## config.mk

```make
export PLATFORM = sky130hd
export DESIGN_NAME = ipv4_dotted_decimal_formatter
export DESIGN_NICKNAME = d
export VERILOG_FILES = /design/src/design/ipv4f_pkg.sv /design/src/design/ipv4f_front.sv /design/src/design/ipv4f_fifo.sv /design/src/design/ipv4f_back.sv /design/src/design/ipv4_dotted_decimal_formatter.sv
export SDC_FILE = /design/constraint.sdc
export NUM_CORES = 1
export LEC_CHECK = 0
export ABC_AREA = 1
export BUFFER_PORTS_ARGS = -buffer_cell sky130_fd_sc_hd__buf_2
export CAP_MARGIN = 20
export CORE_MARGIN = 2
export CORE_UTILIZATION = 35
export CTS_CLUSTER_DIAMETER = 120
export DETAILED_ROUTE_END_ITERATION = 6
export GPL_ROUTABILITY_DRIVEN = 1
export GPL_TIMING_DRIVEN = 1
export PLACE_DENSITY = 0.48
export REMOVE_ABC_BUFFERS = 1
export SLEW_MARGIN = 30
export SYNTH_ARGS = -nofsm -noshare
export SYNTH_HDL_FRONTEND = slang
export SYNTH_SLANG_ARGS = --single-unit
```

## constraint.sdc

```tcl
create_clock -name clk -period 7.75 [get_ports clk]
set_input_delay 1.55 -clock clk [delete_from_list [all_inputs] [get_ports clk]]
set_output_delay 1.55 -clock clk [all_outputs]
set_load 0.01 [all_outputs]
```

## src/design/ipv4f_pkg.sv

```systemverilog
// Shared types, constants and octet formatting for the IPv4 dotted-decimal formatter.
package ipv4f_pkg;

	localparam int CHARS_PER_BEAT = 8;
	localparam int BEAT_W         = 8 * CHARS_PER_BEAT;
	localparam int TEXT_W         = 2 * BEAT_W;
	localparam int FIELD_W        = 32;
	localparam int OCTETS         = 4;
	localparam int FIFO_DEPTH     = 2;
	localparam int FIFO_PTR_W     = $clog2(FIFO_DEPTH);
	localparam int FIFO_CNT_W     = $clog2(FIFO_DEPTH + 1);

	localparam logic [7:0] ASCII_ZERO = 8'h30;
	localparam logic [7:0] ASCII_DOT  = 8'h2E;
	localparam logic [3:0] BEAT_CHARS = 4'(CHARS_PER_BEAT);

	typedef struct packed {
		logic [FIELD_W-1:0] chars;
		logic [2:0]         flen;
	} field_t;

	typedef struct packed {
		logic [OCTETS-1:0][FIELD_W-1:0] fields;
		logic [3:0]                     off1;
		logic [3:0]                     off2;
		logic [3:0]                     off3;
		logic [3:0]                     total;
	} entry_t;

	function automatic logic [7:0] digit_char(input logic [3:0] d);
		digit_char = ASCII_ZERO + {4'b0000, d};
	endfunction

	function automatic field_t octet_field(input logic [7:0] v, input logic tail);
		field_t     f;
		logic [3:0] h;
		logic [6:0] r;
		logic [3:0] t;
		logic [6:0] tens;
		logic [3:0] o;
		logic [1:0] n;
		logic [7:0] dot_b;
		h = (v >= 8'd200) ? 4'd2 : ((v >= 8'd100) ? 4'd1 : 4'd0);
		r = 7'(v - ((v >= 8'd200) ? 8'd200 : ((v >= 8'd100) ? 8'd100 : 8'd0)));
		t = 4'd0;
		for (int i = 1; i < 10; i++) begin
			if (r >= 7'(10 * i)) begin
				t = 4'(i);
			end
		end
		tens = 7'({3'b000, t} * 7'd10);
		o = 4'(r - tens);
		n = (v >= 8'd100) ? 2'd3 : ((v >= 8'd10) ? 2'd2 : 2'd1);
		dot_b = tail ? 8'h00 : ASCII_DOT;
		case (n)
			2'd3: begin
				f.chars = {dot_b, digit_char(o), digit_char(t), digit_char(h)};
			end
			2'd2: begin
				f.chars = {8'h00, dot_b, digit_char(o), digit_char(t)};
			end
			default: begin
				f.chars = {16'h0000, dot_b, digit_char(o)};
			end
		endcase
		f.flen = {1'b0, n} + (tail ? 3'd0 : 3'd1);
		octet_field = f;
	endfunction

endpackage

```

## src/design/ipv4f_front.sv

```systemverilog
// Front stage: accept an address, format each octet and work out the text layout.
module ipv4f_front import ipv4f_pkg::*; (
	input  logic        clk,
	input  logic        arst_n,
	input  logic        push,
	output logic        full,
	input  logic [31:0] address_word,
	input  logic        fifo_full,
	output logic        fifo_push,
	output entry_t      fifo_data
);

	logic   valid_s1;
	entry_t entry_s1;
	entry_t entry_d;
	field_t fld [OCTETS];
	logic   accept;

	always_comb begin
		for (int k = 0; k < OCTETS; k++) begin
			fld[k] = octet_field(address_word[8*k +: 8], k == OCTETS - 1);
			entry_d.fields[k] = fld[k].chars;
		end
		entry_d.off1  = {1'b0, fld[0].flen};
		entry_d.off2  = entry_d.off1 + {1'b0, fld[1].flen};
		entry_d.off3  = entry_d.off2 + {1'b0, fld[2].flen};
		entry_d.total = entry_d.off3 + {1'b0, fld[3].flen};
	end

	assign full      = valid_s1 && fifo_full;
	assign accept    = push && !full;
	assign fifo_push = valid_s1 && !fifo_full;
	assign fifo_data = entry_s1;

	always_ff @(posedge clk or negedge arst_n) begin
		if (!arst_n) begin
			valid_s1 <= 1'b0;
		end else if (accept) begin
			valid_s1 <= 1'b1;
		end else if (fifo_push) begin
			valid_s1 <= 1'b0;
		end
	end

	always_ff @(posedge clk) begin
		if (accept) begin
			entry_s1 <= entry_d;
		end
	end

endmodule

```

## src/design/ipv4f_fifo.sv

```systemverilog
// Short register queue between the front and back stages.
module ipv4f_fifo import ipv4f_pkg::*; (
	input  logic   clk,
	input  logic   arst_n,
	input  logic   wr_en,
	input  entry_t wr_data,
	output logic   full,
	input  logic   rd_en,
	output entry_t rd_data,
	output logic   empty
);

	entry_t                mem_q [FIFO_DEPTH];
	logic [FIFO_PTR_W-1:0] wr_ptr_q;
	logic [FIFO_PTR_W-1:0] rd_ptr_q;
	logic [FIFO_CNT_W-1:0] count_q;
	logic                  do_wr;
	logic                  do_rd;

	function automatic logic [FIFO_PTR_W-1:0] ptr_next(input logic [FIFO_PTR_W-1:0] p);
		ptr_next = (p == FIFO_PTR_W'(FIFO_DEPTH - 1)) ? '0 : p + 1'b1;
	endfunction

	assign full    = count_q == FIFO_CNT_W'(FIFO_DEPTH);
	assign empty   = count_q == '0;
	assign do_wr   = wr_en && !full;
	assign do_rd   = rd_en && !empty;
	assign rd_data = mem_q[rd_ptr_q];

	always_ff @(posedge clk or negedge arst_n) begin
		if (!arst_n) begin
			wr_ptr_q <= '0;
			rd_ptr_q <= '0;
			count_q  <= '0;
		end else begin
			if (do_wr) begin
				wr_ptr_q <= ptr_next(wr_ptr_q);
			end
			if (do_rd) begin
				rd_ptr_q <= ptr_next(rd_ptr_q);
			end
			if (do_wr && !do_rd) begin
				count_q <= count_q + 1'b1;
			end else if (do_rd && !do_wr) begin
				count_q <= count_q - 1'b1;
			end
		end
	end

	always_ff @(posedge clk) begin
		if (do_wr) begin
			mem_q[wr_ptr_q] <= wr_data;
		end
	end

endmodule

```

## src/design/ipv4f_back.sv

```systemverilog
// Back stage: assemble the text and hand it out as one or two beats.
module ipv4f_back import ipv4f_pkg::*; (
	input  logic              clk,
	input  logic              arst_n,
	input  logic              fifo_empty,
	output logic              fifo_pop,
	input  entry_t            fifo_data,
	output logic              empty,
	input  logic              pop,
	output logic [BEAT_W-1:0] text_chunk,
	output logic [3:0]        char_count,
	output logic              is_last
);

	logic              out_valid_q;
	logic              pend_q;
	logic [BEAT_W-1:0] chunk_q;
	logic [3:0]        count_q;
	logic              last_q;
	logic [BEAT_W-1:0] rest_q;
	logic [3:0]        rest_cnt_q;
	logic [TEXT_W-1:0] text_buf;
	logic              out_free;
	logic              load_rest;
	logic              long_text;

	always_comb begin
		text_buf = {{(TEXT_W-FIELD_W){1'b0}}, fifo_data.fields[0]}
			| ({{(TEXT_W-FIELD_W){1'b0}}, fifo_data.fields[1]} << {fifo_data.off1, 3'b000})
			| ({{(TEXT_W-FIELD_W){1'b0}}, fifo_data.fields[2]} << {fifo_data.off2, 3'b000})
			| ({{(TEXT_W-FIELD_W){1'b0}}, fifo_data.fields[3]} << {fifo_data.off3, 3'b000});
	end

	assign long_text = fifo_data.total > BEAT_CHARS;
	assign out_free  = !out_valid_q || pop;
	assign load_rest = pend_q && out_free;
	assign fifo_pop  = !pend_q && out_free && !fifo_empty;

	assign empty      = !out_valid_q;
	assign text_chunk = chunk_q;
	assign char_count = count_q;
	assign is_last    = last_q;

	always_ff @(posedge clk or negedge arst_n) begin
		if (!arst_n) begin
			out_valid_q <= 1'b0;
			pend_q      <= 1'b0;
		end else begin
			out_valid_q <= load_rest || fifo_pop || (out_valid_q && !pop);
			if (load_rest) begin
				pend_q <= 1'b0;
			end else if (fifo_pop) begin
				pend_q <= long_text;
			end
		end
	end

	always_ff @(posedge clk) begin
		if (load_rest) begin
			chunk_q <= rest_q;
			count_q <= rest_cnt_q;
			last_q  <= 1'b1;
		end else if (fifo_pop) begin
			chunk_q    <= text_buf[BEAT_W-1:0];
			count_q    <= long_text ? BEAT_CHARS : fifo_data.total;
			last_q     <= !long_text;
			rest_q     <= text_buf[TEXT_W-1:BEAT_W];
			rest_cnt_q <= fifo_data.total - BEAT_CHARS;
		end
	end

endmodule

```

## src/design/ipv4_dotted_decimal_formatter.sv

```systemverilog
// Top level of the IPv4 dotted-decimal formatter.
// Input channel: push with address_word (first octet in bits 7:0); the beat is
// taken when push is high and full is low.
// Result channel: while empty is low, text_chunk, char_count and is_last show the
// oldest beat; it is taken when pop is high. Text of up to eight characters
// leaves as one beat with is_last set; nine to fifteen characters leave as a
// full beat of eight and then a last beat with the rest. Unused bytes are zero.
// Path: an address is registered in the front stage, written to the queue and
// then loaded into the result register; the second beat replaces the first at
// the edge that pops it.
// Throughput: one beat per cycle at the result register while pop stays high, so
// one address per cycle for short text; long text gives two beats per address.
// A two-entry queue parts the formatting front from the beat back end; when the
// receiver holds pop low the back end holds its beat, the queue fills and full
// rises once the front register is also occupied.
// Reset clears all valid state: empty is high and full is low afterward.
module ipv4_dotted_decimal_formatter import ipv4f_pkg::*; (
	input  logic              clk,
	input  logic              arst_n,
	input  logic              push,
	output logic              full,
	input  logic [31:0]       address_word,
	output logic              empty,
	input  logic              pop,
	output logic [BEAT_W-1:0] text_chunk,
	output logic [3:0]        char_count,
	output logic              is_last
);

	logic   q_push;
	logic   q_full;
	logic   q_pop;
	logic   q_empty;
	entry_t q_wdata;
	entry_t q_rdata;

	ipv4f_front u_front (
		.clk          (clk),
		.arst_n       (arst_n),
		.push         (push),
		.full         (full),
		.address_word (address_word),
		.fifo_full    (q_full),
		.fifo_push    (q_push),
		.fifo_data    (q_wdata)
	);

	ipv4f_fifo u_fifo (
		.clk     (clk),
		.arst_n  (arst_n),
		.wr_en   (q_push),
		.wr_data (q_wdata),
		.full    (q_full),
		.rd_en   (q_pop),
		.rd_data (q_rdata),
		.empty   (q_empty)
	);

	ipv4f_back u_back (
		.clk        (clk),
		.arst_n     (arst_n),
		.fifo_empty (q_empty),
		.fifo_pop   (q_pop),
		.fifo_data  (q_rdata),
		.empty      (empty),
		.pop        (pop),
		.text_chunk (text_chunk),
		.char_count (char_count),
		.is_last    (is_last)
	);

endmodule

```

==> impl_metrics.yaml <==
clocking:
  post_cts_buffers: 0
  cts_buffer_depth: 3
  clkTransAtPathRegs_ns: 0.06
  insertion_delay_ns: 0.53
  root_buffer: "clkbuf_16"
  clock_sinks: 325
  cts_resized: 0
  cts_tree: "yes"
  cts_buffers: 36
  hold_buffers: 0
  h-tree-depth: 2
layout:
  area_growth_pct: 12.7
  fin_area_mm2: 0.0190
  final_cell_mix: "398 x nand2_1, 317 x edfxtp_1, 175 x inv_1, 135 x nor2_1, 107 x o21ai_0"
  final_util: 0.399
  drive_gt1_frac: 0.130
  fin_nets: 1863
  diodes: 0
  instances_no_fill: 2433
  final_common_cell: "nand2_1"
floorplanning:
  die_h_um: 224
  fp.dieW_um: 224
  io_pins: 107
  core.rowCount: 80
  die_area_mm2: 0.0500
  coreArea_mm2: 0.0476
  start_util: 0.354
timing:
  final.min_clock_period_ns: 5.44
  rsz0062_at_grt: "no"
  finalSetupTns_ns: 0
  worst_pin_slew_ns: 0.916
  min_period_over_period: 0.702
  final_max_slew_viol_count: 0
  setup_viol: 0
  fmax_mhz: 184
  hold_violations: 0
  fin_skew_ns: 0.0203
  slew_headroom: 0.389
logic_synthesis:
  synth.avg_cell_area_um2: 9.89
  ys_async_sr_fraction: 0.0215
  synth_ff_type: "edfxtp_1"
  syn_inst: 1707
  synth_edf_count: 317
  yosys_register_bits: 325
  yosysWarnings: 0
  netlist_area_mm2: 0.0169
  ys_types: 58
  synthTopCellsByArea: "edfxtp_1 56%, nand2_1 8.8%, inv_1 3.9%"
  synth_top_area_frac: 0.564
  yosys.area.top_type: "edfxtp_1"
  yosysSeqAreaShare: 0.575
detailed_routing:
  drtPass1Iterations: 6
  drt_iter0_markers: 1038
  via_count: 12300
  wl_per_cell_um: 19.0
  ant_nets: 0
  drt-vias-per-instance: 5.06
  drcViolationCount: 0
  wirelength_mm: 46.3
placement:
  dpl.hpwl_mm: 32.8
  portBuffers: 90
  gp_congestion: 0.919
  dpl-instance-area_mm2: 0.0178
  placed_cells: 2369
global_route:
  grt.total_usage: 0.185
  first_global_vias: 11900
  antenna_found_initial: 0
  grt_pass1_wl_mm: 70.6
  overflow: 0
  grt_max_degree: 68
worst_setup_path:
  startpoint_type: "input pin"
  critPathMaxStageDelay_ns: 0.38
  worstSetupPathType: "in -> reg"
  path_common_cell: "nand2_1"
  cp_data_arrival_time_ns: 5.71
  slowest_stage: "fa_1"
  worstSetupEndpointType: "flop"
  cp.required_ns: 8.02
  crit_fanout: 12
worst_hold_path:
  hp-class: "reg -> reg"
power_and_ir_drop:
  ir_drop_v: 0.000190
  power_density_mw_per_mm2: 487
  power_mw: 9.27
  cellLeakagePower_nw: 7.64
flow_run:
  max_cap_violations: 0
status:
  outcome: "finished clean"
## cell families (layout without fill, tap and decap cells)
group / Yosys count / after routing / share of synthesized area
other: 1 / 16 / 0.000222
buffers and inverters: 272 / 368 / 0.0731
xor gates and xnor gates: 19 / 19 / 0.0116
DFF: 325 / 325 / 0.575
muxes: 20 / 20 / 0.0119
AOI/OAI and AO/OA: 367 / 367 / 0.133
and+or+nand+nor: 668 / 668 / 0.164
adders and majority gates: 35 / 35 / 0.0308
## per-stage QoR
| step | worst slack [ns] | hold slack [ns] |
|---|---|---|
| global placement | 1.87 | 0.424 |
| detailed placement | 1.78 | 0.430 |
| CTS | 2.34 | 0.439 |
| global route | 1.77 | 0.441 |
| finish | 2.31 | 0.435 |
| floorplan | 0.567 | 0.421 |
## state kept, by name, summed over array words and instances (netlist names)
name	count
u_front.fifo_data	71
u_back.rest_q	48
u_back.rest_cnt_q	4
u_fifo.mem_q	142
u_fifo.wr_ptr_q	1
u_front.valid_s1	1
u_back.char_count	4
u_back.out_valid_q	1
u_back.is_last	1
u_back.text_chunk	48
u_fifo.count_q	2
u_back.pend_q	1
u_fifo.rd_ptr_q	1
## cells in the mapped netlist, types with 5 or more instances
master / count
nand2_1: 398
edfxtp_1: 317
inv_1: 177
nor2_1: 138
o21ai_0: 107
a21oi_1: 61
nand3_1: 61
o21ai_1: 57
o22ai_1: 41
buf_2: 25
ha_1: 24
buf_4: 22
mux2i_1: 20
or2_1: 19
inv_2: 17
nor3_1: 16
o21ai_2: 16
a31oi_1: 14
clkbuf_1: 14
o221ai_1: 13
buf_6: 11
fa_1: 11
a22oi_1: 10
nand4_1: 9
nor2_2: 9
o211ai_1: 8
o22a_1: 8
xnor2_1: 8
dfrtp_1: 7
or2_2: 7
xor2_1: 7
nor2_4: 5
o2111ai_1: 5
## final timing paths
kind	from	slack, ns	endpoint	depth (start not counted)
max in group asynchronous	arst_n	6.73	u_fifo.rd_ptr_q$_DFFE_PN0P_	1
worst min-delay path	u_front.fifo_data[81]$_DFFE_PP_	0.44	u_fifo.mem_q[0][76]$_DFFE_PP_	0
worst max-delay path	address_word[3]	2.31	u_front.fifo_data[19]$_DFFE_PP_	29
min in group asynchronous	arst_n	0.85	u_back.out_valid_q$_DFF_PN0_	1
worst max register to register	u_fifo.rd_ptr_q$_DFFE_PN0P_	3.51	u_back.rest_q[18]$_DFFE_PP_	10
worst min register to register	u_front.fifo_data[81]$_DFFE_PP_	0.44	u_fifo.mem_q[0][76]$_DFFE_PP_	0
## per-layer routing
| metal | wire length (um) | up-vias | GRT usage |
|---|---|---|---|
| met4 | 1320 | 0 | 0.0634 |
| li1 | - | 6065 | - |
| met2 | 21600 | 410 | 0.302 |
| met3 | 2720 | 76 | 0.0256 |
| met5 | 0 | - | 0 |
| met1 | 20600 | 5767 | 0.252 |
## critical path: cells and delay by family
kind	cells	cell delay, ns
AOI/OAI and AO/OA	2	0.24
xor gates and xnor gates	2	0.43
adders and majority gates	4	1.16
buffers and inverters	5	0.49
and+or+nand+nor	16	1.82
## final cells by class
type / count / area [um2]
clock buffer: 44 / 973
clock inverter: 20 / 231
fill: 4657 / 28600
inverter: 198 / 749
multi-input combinational: 1125 / 6020
sequential: 325 / 9720
tap: 615 / 769
timing repair buffer: 106 / 571
## where the power goes
group | internal, mW | switching [mW]
registers | 2.98 | 0.233
logic | 1.19 | 3.12
clock network | 1.06 | 0.673
No activity file was read; power rests on OpenSTA's default activity.
